File: src/vgs_ram.sv
// ----------------------------------------------------------------------------
// vgs_ram
// Generic single-port-write, single-port-read RAM with registered read data.
// ----------------------------------------------------------------------------
module vgs_ram #(
    parameter int WIDTH = 8,
    parameter int DEPTH = 16
) (
    input  logic                     aclk,
    input  logic                     we,
    input  logic [$clog2(DEPTH)-1:0] waddr,
    input  logic [WIDTH-1:0]         wdata,
    input  logic                     re,
    input  logic [$clog2(DEPTH)-1:0] raddr,
    output logic [WIDTH-1:0]         rdata
);

    logic [WIDTH-1:0] mem [DEPTH];

    always_ff @(posedge aclk) begin
        if (we) begin
            mem[waddr] <= wdata;
        end
        if (re) begin
            rdata <= mem[raddr];
        end
    end

endmodule

File: config.mk
export PLATFORM = sky130hd
export DESIGN_NAME = vgs_ram
export DESIGN_NICKNAME = d
export VERILOG_FILES = /design/src/vgs_ram.sv
export SDC_FILE = /design/constraint.sdc
export NUM_CORES = 1
export LEC_CHECK = 0
export ABC_AREA = 1
export BUFFER_PORTS_ARGS = -buffer_cell sky130_fd_sc_hd__buf_2
export CAP_MARGIN = 25
export CORE_MARGIN = 10
export CORE_UTILIZATION = 34
export DETAILED_ROUTE_END_ITERATION = 16
export GPL_TIMING_DRIVEN = 0
export PLACE_DENSITY_LB_ADDON = 0.3
export SLEW_MARGIN = 15
export SYNTH_ARGS = -nofsm -noshare
export SYNTH_HDL_FRONTEND = slang
export SYNTH_SLANG_ARGS = --single-unit
File: constraint.sdc
create_clock -name aclk -period 1.12 [get_ports aclk]
set_clock_uncertainty 0.1 [all_clocks]
set_input_delay 0.056 -clock aclk [delete_from_list [all_inputs] [get_ports aclk]]
set_output_delay 0.056 -clock aclk [all_outputs]
set_load 0.005 [all_outputs]
==> metrics <==
number of endpoints with negative hold slack in the final report 10; core box area 16,700 µm²; core occupancy in the finished layout 0.430; crit-path max cell delay 380 ps; first-pass GRT wire length 22,300 µm; worst reg2reg startpoint mem[0][6]$_DFFE_PP_; worst path cell trace inv_1, nand2_1, nand3_2, nand3_2, nand3_1, nand2_1; total global routing overflow 0; largest delay contributor family on the critical path simple AND/OR/NAND/NOR gates; vias in the first global route 3,801; Clock Pin Slew Worst Setup and Hold Paths 60 ps; register bit count reported by yosys 136; violations in the final reports hold timing, setup timing; detail-routed via count per cell ~4.6; CTS tree built; Die Outline Area 22,800 µm²; slowest cell on the critical path sky130_fd_sc_hd__edfxtp_1; RePlAce Congestion approximately 0.92; endpoint arrival time on the critical path between 1000 and 1500 ps; number of H-tree levels 4; number of pins with negative max-slew slack in the final report 0; cell types with the largest area share after synthesis sky130_fd_sc_hd__edfxtp_1 70%, sky130_fd_sc_hd__nand2_1 11%, sky130_fd_sc_hd__nand3_1 8.3%; Die Height 151 µm; synthesis-to-finish area growth 22.7%; crit path launch mem[0][6]$_DFFE_PP_; worst vdd ir between 1 and 1.5 mV; Ant. Diodes 0; combined buffer and inverter count along the critical path 1; port buffer count 23; Final Power between 10 and 15 mW; classification of the worst setup path reg2reg; CP Max Fanout 1; proportion of synthesized chip area in sequential cells 0.698; Max Buffers Root-to-Sink 2; Post-Synthesis Cell Area around 5800 µm²; ratio of final minimum period to clock period 1.10; layout cell share with drive strength beyond 1 0.221; initial antenna violation count 0; overall global routing resource usage 0.135; final layout net count 620; clock tree root driver cell sky130_fd_sc_hd__clkbuf_16; number of nets with antenna violations after routing 0; maxcap violations 0; HPWL Detailed 9770 µm; worst rel slew slack 0.512; number of clock sinks seen by CTS roughly 140; number of cell rows 47; worst hold slack -6.00 ps; initial standard-cell utilization of the core 0.350; number of DRC violations after detailed routing 0; final count of negative-setup-slack endpoints 11; non-filler cells, final 834; number of detailed-routing iterations run before antenna repair 5; power density over the cells ~1700 nW/µm²; clock latency of the later-clocked register in the worst-skew pair 430 ps; DRC violation total after the first TritonRoute iteration 360; via count 3,873; number of buffers added by the clock tree synthesis step 17; worst hold path startpoint wdata[0]; class of the worst hold path in2reg; sum of routed wire length over all layers 14,600 µm; number of setup buffers added after CTS 0; LEAKAGE between 3 and 4 nW; final critical path time including I/O delays and setup 1230 ps; Critical Path Source Type register; maximum number of pins on one net before global-route repair 17; slack of the critical path -114 ps; endpoint class of the critical path register; Setup TNS -665 ps; outcome finished, violations left; instance count of the mapped netlist 551; setup repair after global routing missed its margin true; peak clock frequency supported by timing 0.810 GHz; Netlist cell types 11; wire length per cell 17.5 µm; post-synth top area cell sky130_fd_sc_hd__edfxtp_1; area share of the largest cell type after synthesis 0.698; Worst-Margin Slew between 700 and 800 ps; Ports 27; Die X 151 µm; average footprint of a synthesized cell approximately 11 µm²; post-synth net total 570; Cells after DPL ~790; Worst EP required 1200 ps; number of warnings reported in the yosys synthesis log 0
worst paths after layout:
path	cells after the start	to	slack, ps
max	6	rdata[6]$_DFFE_PP_	-110
min	1	mem[2][0]$_DFFE_PP_	-6
min reg2reg	6	rdata[1]$_DFFE_PP_	710
max reg2reg	6	rdata[6]$_DFFE_PP_	-110
cells in the mapped netlist:
library cell               number
sky130_fd_sc_hd__buf_2         13
sky130_fd_sc_hd__nand3b_1       2
sky130_fd_sc_hd__nor2_1        17
sky130_fd_sc_hd__inv_1        100
sky130_fd_sc_hd__edfxtp_1     136
sky130_fd_sc_hd__buf_6          6
sky130_fd_sc_hd__inv_2          2
sky130_fd_sc_hd__buf_4          4
sky130_fd_sc_hd__buf_1          1
sky130_fd_sc_hd__nand3_1       97
sky130_fd_sc_hd__nand2_1      173
what timing repair did:
action                     CTS  global route
hold buffers                 7             1
hold endpoints to repair   104             2
setup endpoints to repair   64            76
gates resized for setup     36            25
pin swaps                   15             9
final cells by class:
cell class / count / area [µm²]
Clock buffer: 19 / 433
Buffer: 24 / 166
Tap cell: 220 / 275
Timing Repair Buffer: 31 / 195
Inverter: 102 / 383
Clock inverter: 13 / 179
Sequential cell: 136 / 4080
Multi-Input combinational cell: 289 / 1460
Fill cell: 1609 / 9530
state kept, by name, indices dropped and copies added, names as in the netlist:
register / cells
mem: 128
rdata: 8
placed cells by master (no fill, tap or decap), types with 6 or more instances in the layout:
| cell | n |
|---|---|
| sky130_fd_sc_hd__buf_2 | 36 |
| sky130_fd_sc_hd__nand2_1 | 164 |
| sky130_fd_sc_hd__clkbuf_16 | 17 |
| sky130_fd_sc_hd__buf_6 | 6 |
| sky130_fd_sc_hd__nand2_2 | 9 |
| sky130_fd_sc_hd__nand3_2 | 35 |
| sky130_fd_sc_hd__edfxtp_1 | 136 |
| sky130_fd_sc_hd__dlygate4sd3_1 | 8 |
| sky130_fd_sc_hd__inv_1 | 100 |
| sky130_fd_sc_hd__nand3_1 | 62 |
| sky130_fd_sc_hd__nor2_2 | 13 |
logic make-up (layout without fill, tap and decap cells):
logic type / count (synthesis) / after routing / share of synthesized area
and+or+nand+nor: 289 / 289 / 0.208
DFF: 136 / 136 / 0.698
buffers and inverters: 126 / 189 / 0.0939
power by group:
part / leakage, nW / total [mW] / switching (mW) / internal [mW]
combinational: 1.50 / 0.849 / 0.590 / 0.259
clock: 0.290 / 5.76 / 2.06 / 3.70
sequential: 1.24 / 5.76 / 0.0260 / 5.74
per-layer routing:
layer | vias up | routed length (µm) | global-route usage
li1 | 1884 | - | -
met1 | 1850 | 6870 | 0.176
met2 | 113 | 6520 | 0.206
met3 | 26 | 833 | 0.0346
met4 | 0 | 390 | 0.0640
met5 | - | 0 | 0
per-stage QoR:
step	area [µm²]	hold slack (ps)	worst slack, ps
after floorplan	5850	54.9	13.2
after global placement	6240	284	-578
after detailed placement	6240	285	-573
after CTS	7060	0.920	-112
after global routing	7170	4.46	-163
final	7170	-6.00	-114
Power figures use the tool's default switching activity.
