$ cat config.mk
export PLATFORM = sky130hd
export DESIGN_NAME = vgs_area
export DESIGN_NICKNAME = d
export VERILOG_FILES = /design/src/vgs_pkg.sv /design/src/vgs_area.sv
export SDC_FILE = /design/constraint.sdc
export NUM_CORES = 1
export LEC_CHECK = 0
export ABC_AREA = 0
export BUFFER_PORTS_ARGS = -buffer_cell sky130_fd_sc_hd__clkbuf_2
export CAP_MARGIN = 15
export CORE_ASPECT_RATIO = 1.4
export CORE_MARGIN = 1.5
export CORE_UTILIZATION = 51
export CTS_BUF_LIST = sky130_fd_sc_hd__clkbuf_8
export DETAILED_ROUTE_END_ITERATION = 12
export GPL_ROUTABILITY_DRIVEN = 0
export GPL_TIMING_DRIVEN = 0
export PLACE_DENSITY_LB_ADDON = 0.05
export SYNTH_ARGS = -nofsm -noshare
export SYNTH_HDL_FRONTEND = slang
export SYNTH_SLANG_ARGS = --single-unit
$ cat constraint.sdc
create_clock -name aclk -period 8.51 [get_ports aclk]
set_input_delay 1.702 -clock aclk [delete_from_list [all_inputs] [get_ports aclk]]
set_output_delay 1.702 -clock aclk [all_outputs]
set_load 0.05 [all_outputs]
$ cat src/vgs_pkg.sv
// ----------------------------------------------------------------------------
// vgs_pkg
// Shared constants, codes, types and small helper functions for the
// visibility grid search block.
// ----------------------------------------------------------------------------
package vgs_pkg;

    localparam int GRID_SIDE  = 64;
    localparam int FRAC_BITS  = 8;
    localparam int ROW_W      = $clog2(GRID_SIDE);
    localparam int BND_W      = ROW_W + 1;
    localparam int CW         = 16;
    localparam int DW         = ((ROW_W + FRAC_BITS > CW) ? ROW_W + FRAC_BITS : CW) + 2;
    localparam int SQ_W       = 2 * DW;
    localparam int SUM_W      = SQ_W + 1;
    localparam int WALK_W     = ROW_W + 3;
    localparam int STEP_W     = ROW_W + 2;
    localparam int STEP_LIMIT = 2 * GRID_SIDE + 1;
    localparam int TILE_SIDE  = 1 << FRAC_BITS;
    localparam int HALF_TILE  = TILE_SIDE / 2;
    localparam int SPAN       = GRID_SIDE * TILE_SIDE;
    localparam int ROOT_MAX   = 11;
    localparam int ROOT_W     = 4;
    localparam int K_W        = 6;
    localparam int N_W        = 7;

    // side of one area square for each root, in tiles
    localparam int AREA_SIDE [ROOT_MAX+1] = '{
        0,
        GRID_SIDE / 1, GRID_SIDE / 2, GRID_SIDE / 3, GRID_SIDE / 4,
        GRID_SIDE / 5, GRID_SIDE / 6, GRID_SIDE / 7, GRID_SIDE / 8,
        GRID_SIDE / 9, GRID_SIDE / 10, GRID_SIDE / 11
    };

    localparam logic [2:0] CMD_WRITE   = 3'd0;
    localparam logic [2:0] CMD_CLEAR   = 3'd1;
    localparam logic [2:0] CMD_FIRST   = 3'd2;
    localparam logic [2:0] CMD_NEAREST = 3'd3;
    localparam logic [2:0] CMD_SPIRAL  = 3'd4;

    localparam logic [1:0] STAT_OK      = 2'd0;
    localparam logic [1:0] STAT_NONE    = 2'd1;
    localparam logic [1:0] STAT_OUTSIDE = 2'd2;

    typedef struct packed {
        logic             ok;
        logic [BND_W-1:0] r0;
        logic [BND_W-1:0] r1;
        logic [BND_W-1:0] c0;
        logic [BND_W-1:0] c1;
    } area_res_t;

    // floor square root of the area count
    function automatic logic [ROOT_W-1:0] area_root(input logic [N_W-1:0] n);
        logic [ROOT_W-1:0] a;
        a = '0;
        for (int i = 1; i <= ROOT_MAX; i++) begin
            if (i * i <= int'(n)) begin
                a = ROOT_W'(i);
            end
        end
        return a;
    endfunction

    // side of one area square in tiles
    function automatic logic [BND_W-1:0] area_side(input logic [ROOT_W-1:0] a);
        logic [BND_W-1:0] s;
        s = '0;
        for (int i = 1; i <= ROOT_MAX; i++) begin
            if (int'(a) == i) begin
                s = BND_W'(AREA_SIDE[i]);
            end
        end
        return s;
    endfunction

endpackage

$ cat src/vgs_area.sv
// ----------------------------------------------------------------------------
// vgs_area
// Area bounds unit: turns an area index and area count into half-open row
// and column ranges, dividing the index by the root one subtract a cycle.
// ----------------------------------------------------------------------------
module vgs_area (
    input  logic                 aclk,
    input  logic                 aresetn,
    input  logic                 start,
    input  logic [5:0]           k,
    input  logic [6:0]           n,
    output logic                 done,
    output vgs_pkg::area_res_t   res
);
    import vgs_pkg::*;

    logic              busy_reg, busy_next;
    logic              done_reg, done_next;
    area_res_t         res_reg, res_next;
    logic [ROOT_W-1:0] a_reg, a_next;
    logic [BND_W-1:0]  side_reg, side_next;
    logic [K_W-1:0]    rem_reg, rem_next;
    logic [K_W-1:0]    q_reg, q_next;
    logic [ROOT_W-1:0] root_c;
    logic [BND_W-1:0]  side_c;
    logic [K_W+BND_W-1:0] r0_prod, c0_prod;

    assign root_c  = area_root(n);
    assign side_c  = area_side(root_c);
    assign r0_prod = q_reg * side_reg;
    assign c0_prod = rem_reg * side_reg;

    always_comb begin
        busy_next = busy_reg;
        done_next = 1'b0;
        res_next  = res_reg;
        a_next    = a_reg;
        side_next = side_reg;
        rem_next  = rem_reg;
        q_next    = q_reg;
        if (start) begin
            res_next = '0;
            if (n == '0) begin
                done_next = 1'b1;
            end else if (n == N_W'(1)) begin
                res_next.ok = 1'b1;
                res_next.r1 = BND_W'(GRID_SIDE);
                res_next.c1 = BND_W'(GRID_SIDE);
                done_next   = 1'b1;
            end else if (side_c == '0) begin
                done_next = 1'b1;
            end else begin
                a_next    = root_c;
                side_next = side_c;
                rem_next  = k;
                q_next    = '0;
                busy_next = 1'b1;
            end
        end else if (busy_reg) begin
            if (rem_reg >= K_W'(a_reg)) begin
                rem_next = rem_reg - K_W'(a_reg);
                q_next   = q_reg + K_W'(1);
            end else begin
                busy_next = 1'b0;
                done_next = 1'b1;
                if (q_reg < K_W'(a_reg)) begin
                    res_next.ok = 1'b1;
                    res_next.r0 = BND_W'(r0_prod);
                    res_next.c0 = BND_W'(c0_prod);
                    res_next.r1 = BND_W'(r0_prod) + side_reg;
                    res_next.c1 = BND_W'(c0_prod) + side_reg;
                end
            end
        end
    end

    always_ff @(posedge aclk) begin
        if (!aresetn) begin
            busy_reg <= 1'b0;
            done_reg <= 1'b0;
        end else begin
            busy_reg <= busy_next;
            done_reg <= done_next;
        end
        res_reg  <= res_next;
        a_reg    <= a_next;
        side_reg <= side_next;
        rem_reg  <= rem_next;
        q_reg    <= q_next;
    end

    assign done = done_reg;
    assign res  = res_reg;

endmodule
==> flow_summary.yaml, run 1 <==
status:
  status: "complete, no violations"
drt:
  num_vias: 3061
  vias_per_cell: 5.38
  wl_met3_um: 238
  drt_iter0_drc: 89
  wl_per_cell_um: 15.4
  firstDrtPassIters: 4
  met1_length_mm: 3.69
  maxUsedRoutingLayer: "met4"
  drt-total-wl_mm: 8.75
  drc: 0
  ant_nets: 0
  wl_met2_mm: 4.67
global_route:
  grt_pass1_wl_mm: 14.4
  grt_overflow: 0
  grt_pass1_vias: 3070
  grt_util_all_layers_pct: 21.6
  grt_max_degree: 16
  antenna_found_initial: 0
power_and_ir_drop:
  p_leak_nw: 1.94
  clkPwrFrac_pct: 12.9
  p_int_mw: 0.643
  power_density_nw_per_um2: 235
  vdd_drop_max_mv: 0.105
  p_switching_mw: 0.444
  p_seq_share_pct: 30.5
  power_frac_comb_pct: 56.7
  swShare_pct: 40.8
hold_path:
  min_path_type: "register to register"
synth:
  synth_edf_count: 38
  yosysUniqueCellTypes: 58
  synth-seq-area-share_pct: 34.9
  synth_flop_cell: "edfxtp_1"
  avgSynthCellArea_um2: 10.1
  syn_nets: 489
  synth_area_um2: 4190
  synth_warnings: 0
  synthXorXnorAreaFrac_pct: 8.37
  synth-compound-area-share_pct: 9.41
  synthMuxAreaShare_pct: 2.93
  synth-async-reset-ratio_pct: 0
  synthAdderAreaFrac_pct: 21.1
  syn_inst: 416
  synth_simple_gate_area_share_pct: 18.0
  ys_ff_latch: 54
  synth_top_family_by_area: "adder cells"
setup_path:
  worst_path_most_repeated_cell: "fa_1"
  cp.arrival_ns: 5.05
  slowest_stage: "edfxtp_1"
  path_cells: "clkbuf_1 > nand2_1 > fa_1 > fa_1 > fa_1 > inv_1 > ha_1 > xnor2_1 > ha_1 > nor2b_1 > a221oi_1 > o311ai_2 > xnor2_1 > o21ai_1"
  start_kind: "register"
  worstPathRequired_ns: 8.57
  crit_fanout: 10
  crit_buf_inv: 2
  cp_top_family: "adder cells"
  cp_slowest_stage_delay_ns: 0.62
  endpoint_kind: "register"
  crit_type: "register to register"
sta:
  fmax_mhz: 200
  setup_slack_ns: 3.51
  slew_violations: 0
  setup_viol: 0
  hold_violations: 0
  tns_ns: 0
  relSlewSlack_pct: 56.6
  clock_skew_ns: 0.00707
  min_period_ns: 5.00
  rsz0062_at_grt: "no"
  period_share_pct: 58.7
  worst_pin_slew_ns: 0.651
floorplanning:
  die_w_um: 79.6
  dieArea_um2: 8770
  ios: 46
  core_um2: 7850
  rows: 38
  die_y_um: 110
  initial_utilization_pct: 53.4
place:
  hpwlAfterDp_mm: 6.98
  dp_slack_ns: 3.57
  port_buffers: 45
clock_tree:
  tritoncts: "yes"
  path_clk_slew_ns: 0.10
  clk_latency_ns: 0.31
  cts_made_buffers: 5
  cts.path.max_buffers: 2
  postCtsHoldBufs: 0
  cts_resized: 0
  clkSinkCount: 54
  post_cts_buffers: 0
  htreeDepth: 2
  cts_root_buffer: "clkbuf_8"
final_layout:
  num_antenna_cells: 0
  layout_common_cells: "clkbuf_2 (45), nand2_1 (41), edfxtp_1 (38)"
  final_common_cell: "clkbuf_2"
  final_layout_size_suffix_gt1_share_pct: 16.0
  nFillCells: 696
  syn_to_final_growth_pct: 10.4
  largest_reg_flops: 29
  final_nets: 542
run:
  maxCapViolations: 0
metal layers:
| layer | vias to the layer above | global-route usage [%] |
|---|---|---|
| met2 | 50 | 41.2 |
| met4 | 0 | 6.39 |
| met3 | 10 | 2.72 |
| met1 | 1483 | 24.8 |
| li1 | 1518 | - |
| met5 | - | 0 |
cell type report:
cell class | count | area (um2) | share of cell area (%)
Multi-Input combinational cell | 313 | 2500 | 54.2
Sequential cell | 54 | 1460 | 31.6
Timing Repair Buffer | 46 | 233 | 5.03
Tap cell | 100 | 125 | 2.71
Inverter | 31 | 116 | 2.52
Buffer | 18 | 105 | 2.27
Clock buffer | 5 | 68.8 | 1.49
Clock inverter | 2 | 10.0 | 0.217
through the flow:
step / power (mW) / area (um2) / hold slack [ns] / util [%] / std cells
global route: 1.18 / 4620 / 0.510 / 58.9 / 569
global placement: 0.937 / 4540 / 0.457 / 57.8 / 561
floorplan: 0.827 / 4190 / 0.461 / - / 416
finish: 1.09 / 4620 / 0.477 / 58.9 / 569
detailed placement: 0.956 / 4540 / 0.467 / 57.9 / 562
CTS: 1.10 / 4620 / 0.481 / 58.9 / 569
power groups by stage:
stage | combinational, mW | sequential (mW) | clock [mW]
3_3_place_gp | 0.600 | 0.337 | 0
2_1_floorplan | 0.480 | 0.347 | 0
6_report | 0.616 | 0.331 | 0.140
4_1_cts | 0.624 | 0.331 | 0.142
5_1_grt | 0.695 | 0.334 | 0.151
3_5_place_dp | 0.619 | 0.337 | 0
cells in the mapped netlist (2+ instances only):
cell       n  area share [%]
nor3b_1    2            0.36
clkbuf_1  10            0.90
and2_1    19             2.8
inv_1     31             2.8
nand2_2    2            0.30
buf_6      4             1.1
nand2_1   41             3.7
nor2b_1   12             1.8
ha_1      36              11
o21ai_1    5            0.60
o211ai_1   2            0.36
nand2b_1   7             1.0
o21bai_1   2            0.36
xnor3_1    2             1.1
fa_1      21              10
xor2_1    10             2.1
a211oi_1   3            0.54
nand3_1    5            0.60
a221oi_1   2            0.42
dfxtp_1   16             7.7
a21o_1     3            0.54
nor3_1    13             1.6
nand3b_1   2            0.36
a31o_1     2            0.42
o21a_1     4            0.72
nor2_1    34             3.0
o21ai_0   11             1.3
and2_2     2            0.36
buf_2      3            0.36
a211oi_2   2            0.60
a21oi_1   10             1.2
or3_1      4            0.60
xnor2_1   23             4.8
mux2i_1   10             2.4
edfxtp_1  38              27
tightest hold or removal path: stages, from the launching register on:
cell and delay, ns:
dfxtp_1 0.32, nand2b_1 0.06, a21oi_1 0.05
worst paths after layout:
kind,startpoint,to,depth (start not counted),slack (ns)
hold / removal,res[21],res[21],2,0.48
setup reg to reg,side_reg[0],res[20],14,3.51
hold reg to reg,res[21],res[21],2,0.48
setup / recovery,side_reg[0],res[20],14,3.51
cells by family after synthesis:
kind of cell	after synthesis
muxes	12
and+or+nand+nor	151
AOI/OAI and AO/OA	56
xor gates and xnor gates	36
buffers and inverters	49
adders and majority gates	58
DFF	54
(Power assumes the default switching activity.)
==> run 2, diff against run 1 <==
clock period = 4.05 ns   (was 8.51 ns; I/O delays follow)
==> run 2 against run 1 <==
  * The run now ends with setup timing left
  * Clock power grew 120%
  * Design area grew 11%
  * Sequential share of layout area shrank 3.0 points
  * Critical endpoint is now res[6]
  * Sequential cell count is the same
  * Sequential power grew 110%
  * Critical path depth grew 2
  * Hold slack gained 0.0046 ns
  * First-iteration DRC count shrank 9.0%
==> flow_summary.yaml, run 2 (synthesis gave the netlist of run 1 again) <==
place:
  postPlaceCellArea_um2: 4560
  hpwlAfterDp_mm: 7.10
  port_buffers: 45
drt:
  num_vias: 3231
  drt-total-wl_mm: 9.91
  drc: 0
  firstDrtPassIters: 4
  vias_per_cell: 5.39
  ant_nets: 0
  drt_iter0_drc: 81
  wl_per_cell_um: 16.5
clock_tree:
  tritoncts: "yes"
  postCtsHoldBufs: 0
  cts_made_buffers: 5
  clk_latency_ns: 0.32
  cts_root_buffer: "clkbuf_8"
  path_clk_slew_ns: 0.10
  htreeDepth: 2
  cts.path.max_buffers: 2
  clkSinkCount: 54
global_route:
  grt_util_all_layers_pct: 23.7
  antenna_found_initial: 0
  grt_overflow: 0
  grt_max_degree: 18
  grt_pass1_vias: 3271
  grt_pass1_wl_mm: 15.6
final_layout:
  final_common_cell: "clkbuf_2"
  final_nets: 571
  largest_reg_flops: 29
  syn_to_final_growth_pct: 22.2
  final_layout_size_suffix_gt1_share_pct: 27.9
  nFillCells: 662
  fin_area_um2: 5110
  layout_common_cells: "clkbuf_2 (45), edfxtp_1 (38), nand2_1 (37)"
  num_antenna_cells: 0
sta:
  relSlewSlack_pct: 56.3
  setup_slack_ns: -0.0300
  setup_viol: 1
  worst_pin_slew_ns: 0.656
  slew_violations: 0
  clock_skew_ns: 0.0126
  fmax_mhz: 245
  rsz0062_at_grt: "yes"
  period_share_pct: 101
  min_period_ns: 4.08
  hold_violations: 0
setup_path:
  crit_buf_inv: 3
  cp.depth: 16
  endpoint_kind: "register"
  path_cells: "buf_6 > buf_6 > and2_4 > fa_1 > ha_2 > ha_4 > ha_2 > inv_1 > fa_2 > xnor2_4 > ha_4 > nor3_4 > a311oi_2 > o211ai_1 > xnor2_1 > o21ai_1"
  rr_worst_depth: 16
  slowest_stage: "fa_1"
  cp_slowest_stage_delay_ns: 0.51
  crit_fanout: 8
  cp.arrival_ns: 4.16
  worstPathRequired_ns: 4.13
  start_kind: "register"
  cp_top_family: "adder cells"
  crit_type: "register to register"
status:
  status: "complete, but fails checks"
  violations: "setup timing"
power_and_ir_drop:
  power_mw: 2.83
  vdd_drop_max_mv: 0.372
  p_leak_nw: 2.11
  power_density_nw_per_um2: 553
floorplanning:
  ios: 46
  core_um2: 7850
  dieArea_um2: 8770
  rows: 38
  initial_utilization_pct: 53.4
  die_y_um: 110
  die_w_um: 79.6
hold_path:
  min_path_type: "register to register"
  hold-path-cell-count: 2
run:
  maxCapViolations: 0
run 2: through the flow:
step / hold WS (ns) / TNS, ns / worst slack, ns / std cells / utilization (%)
2_1_floorplan: 0.461 / 0 / 0.00379 / 416 / -
3_3_place_gp: 0.457 / -0.940 / -0.548 / 561 / 58.0
3_5_place_dp: 0.469 / -1.21 / -0.610 / 562 / 58.1
4_1_cts: 0.486 / -0.0627 / -0.0379 / 591 / 63.0
5_1_grt: 0.526 / -0.202 / -0.121 / 599 / 65.2
6_report: 0.482 / -0.0300 / -0.0300 / 599 / 65.2
run 2: what timing repair did:
action                                  4_1_cts  5_1_grt
endpoints found under the hold margin         0        0
cloned                                        2        0
setup buffers                                20        8
gates resized for setup                      23       20
endpoints found under the setup margin        5        2
pin swaps                                    21       29
run 2: area by class of cell:
type	instances	area, um2	area share [%]
flip-flops and latches	54	1460	28.6
inverters	31	116	2.27
clock inverters	3	18.8	0.367
repair buffers	76	459	8.98
multi-input cells	313	2750	53.7
plain buffers	17	120	2.35
well taps	100	125	2.45
clock buffers	5	68.8	1.35
run 2: per-layer routing:
layer / GRT usage, % / routed length [um] / up-vias / part of all wire (%)
met5: 0 / 0 / - / 0
met4: 11.8 / 403 / 0 / 4.1
met3: 3.13 / 312 / 24 / 3.1
met2: 44.2 / 5330 / 71 / 54
met1: 26.2 / 3860 / 1558 / 39
li1: - / - / 1578 / -
run 2: worst register-to-register path: cells and delay by family (launching register included):
kind                     cells  cell delay (ns)
AND/OR/NAND/NOR              2             0.17
flip-flops                   1             0.47
buffers and inverters        3             0.36
adder cells (fa/ha/maj)      6             1.92
AO/OA/AOI/OAI                3             0.49
XOR/XNOR                     2             0.41
run 2: path summary, 6_finish.rpt:
check                            startpoint  endpoint  slack, ns
worst max-delay path            side_reg[2]    res[6]      -0.03
worst max register to register  side_reg[2]    res[6]      -0.03
worst min register to register      res[21]   res[21]       0.48
worst min-delay path                res[21]   res[21]       0.48
run 2: power by group:
group / internal [mW] / switching, mW
clock network: 0.120 / 0.191
logic: 0.920 / 0.910
registers: 0.642 / 0.0433
total: 1.68 / 1.14
==> run 3, diff against run 2 <==
clock period = 3.75 ns   (was 4.05 ns; I/O delays follow)
==> run 3 against run 2 <==
  * The run still ends with setup timing left
  * Worst setup slack got worse by 0.25 ns
  * Register-to-register slack got worse by 0.25 ns
  * Via count down 0.31%
==> flow_summary.yaml, run 3 (synthesis gave the netlist of run 1 again) <==
status:
  status: "complete, but fails checks"
  violations: "setup timing"
clock_tree:
  htreeDepth: 2
  postCtsHoldBufs: 0
  path_clk_slew_ns: 0.09
  tritoncts: "yes"
  clk_latency_ns: 0.31
  clkSinkCount: 54
  cts_root_buffer: "clkbuf_8"
  cts.path.max_buffers: 2
  cts_made_buffers: 5
setup_path:
  critPathCapture: "res[6]"
  crit_type: "register to register"
  cp_slowest_stage_delay_ns: 0.51
  rr_worst_depth: 16
  path_cells: "buf_6 > buf_4 > and2_4 > fa_1 > ha_2 > ha_4 > ha_4 > inv_2 > fa_2 > xnor2_4 > ha_4 > nor2b_1 > a311oi_1 > o211ai_1 > xnor2_1 > o21ai_1"
  timing.rr.start: "side_reg[3]"
  worstPathRequired_ns: 3.81
  cp.arrival_ns: 4.09
  start_kind: "register"
  endpoint_kind: "register"
  r2r_setup_slack_ns: -0.28
  slowest_stage: "fa_1"
  crit_fanout: 4
  r2r-end: "res[6]"
  crit_start: "side_reg[3]"
  worst_path_most_repeated_cell: "ha_4"
floorplanning:
  die_w_um: 79.6
  rows: 38
  ios: 46
  core_um2: 7850
  initial_utilization_pct: 53.4
  die_y_um: 110
  dieArea_um2: 8770
final_layout:
  syn_to_final_growth_pct: 22.0
  fin_util_pct: 65.1
  multi_input_area_um2: 2750
  largest_reg_flops: 29
  final_nets: 567
  final_layout_size_suffix_gt1_share_pct: 27.3
  nFillCells: 634
  layout_common_cells: "clkbuf_2 (45), nand2_1 (38), edfxtp_1 (38)"
  seq_area_um2: 1460
  num_antenna_cells: 0
  final_common_cell: "clkbuf_2"
hold_path:
  min_path_type: "register to register"
global_route:
  grt_util_all_layers_pct: 24.0
  grt_max_degree: 16
  antenna_found_initial: 0
  grt_overflow: 0
  grt_pass1_wl_mm: 15.6
  grt_pass1_vias: 3245
sta:
  setup_viol: 2
  slew_violations: 0
  relSlewSlack_pct: 56.8
  clock_skew_ns: 0.00467
  fmax_mhz: 248
  setup_slack_ns: -0.275
  min_period_ns: 4.03
  hold_violations: 0
  worst_pin_slew_ns: 0.648
  rsz0062_at_grt: "yes"
  period_share_pct: 107
drt:
  ant_nets: 0
  drt_iter0_drc: 88
  drt-total-wl_mm: 9.72
  wl_per_cell_um: 16.3
  drc: 0
  wl_met3_um: 339
  num_vias: 3221
  vias_per_cell: 5.41
  wl_met2_mm: 5.24
  met1_length_mm: 3.81
  firstDrtPassIters: 4
  maxUsedRoutingLayer: "met4"
run:
  maxCapViolations: 0
place:
  port_buffers: 45
  hpwlAfterDp_mm: 7.13
power_and_ir_drop:
  vdd_drop_max_mv: 0.357
  power_density_nw_per_um2: 582
  p_leak_nw: 2.11
  power_mw: 2.97
-- run 3: cell types whose count changed in the layout (fill, tap and decap cells not counted), moves of 2 or more --
cell	before	now
a21oi_1	10	7
buf_4	29	23
clkinvlp_4	2	0
buf_6	6	8
ha_4	11	13
clkbuf_4	2	0
and2_1	18	16
a21oi_2	0	3
and2_4	1	4
-- run 3: per-stage QoR --
stage | hold slack (ns) | setup slack, ns | area (um2) | TNS, ns | instances
after floorplan | 0.461 | -0.0815 | 4300 | -0.0815 | 416
after global placement | 0.458 | -0.607 | 4650 | -1.34 | 561
after detailed placement | 0.471 | -0.634 | 4650 | -1.52 | 562
after CTS | 0.486 | -0.272 | 5030 | -0.468 | 593
after global routing | 0.506 | -0.381 | 5110 | -0.769 | 595
final | 0.479 | -0.275 | 5110 | -0.509 | 595
-- run 3: how the worst min path moves through the flow --
stage                     startpoint       end  slack [ns]  cells past startpoint
final                         res[7]    res[7]        0.48                      2
after global routing          res[7]    res[7]        0.51                      2
after CTS                     res[7]    res[7]        0.49                      2
after detailed placement      res[7]    res[7]        0.47                      2
after global placement       res[21]   res[21]        0.46                      2
after floorplan             busy_reg  busy_reg        0.46                      2
-- run 3: final cells by class --
class,count,area share [%]
Buffer,18,2.60
Multi-Input combinational cell,313,53.9
Clock buffer,6,1.62
Tap cell,100,2.45
Inverter,31,2.28
Sequential cell,54,28.6
Clock inverter,2,0.171
Timing Repair Buffer,71,8.40
-- run 3: what timing repair did --
item | CTS | global route
buffers inserted | 22 | 2
setup endpoints to repair | 7 | 6
resized for setup | 16 | 14
pin swaps | 12 | 5
cloned | 1 | 0
-- run 3: worst max-delay path, delay by kind of cell (launching register included) --
family,cells,cell delay (ns)
simple gates,2,0.27
compound gates,3,0.53
fa+ha+maj,6,1.80
flops,1,0.45
xor+xnor,2,0.39
buf+inv,3,0.33
-- run 3: power breakdown --
group	switching [mW]	internal, mW
registers	0.0453	0.694
clock network	0.185	0.147
logic	0.927	0.976
total	1.16	1.82
-- run 3: metal layers --
| metal | global-route usage, % | vias to the layer above |
|---|---|---|
| li1 | - | 1582 |
| met1 | 25.9 | 1533 |
| met2 | 45.5 | 84 |
| met3 | 4.03 | 22 |
| met4 | 10.0 | 0 |
| met5 | 0 | - |
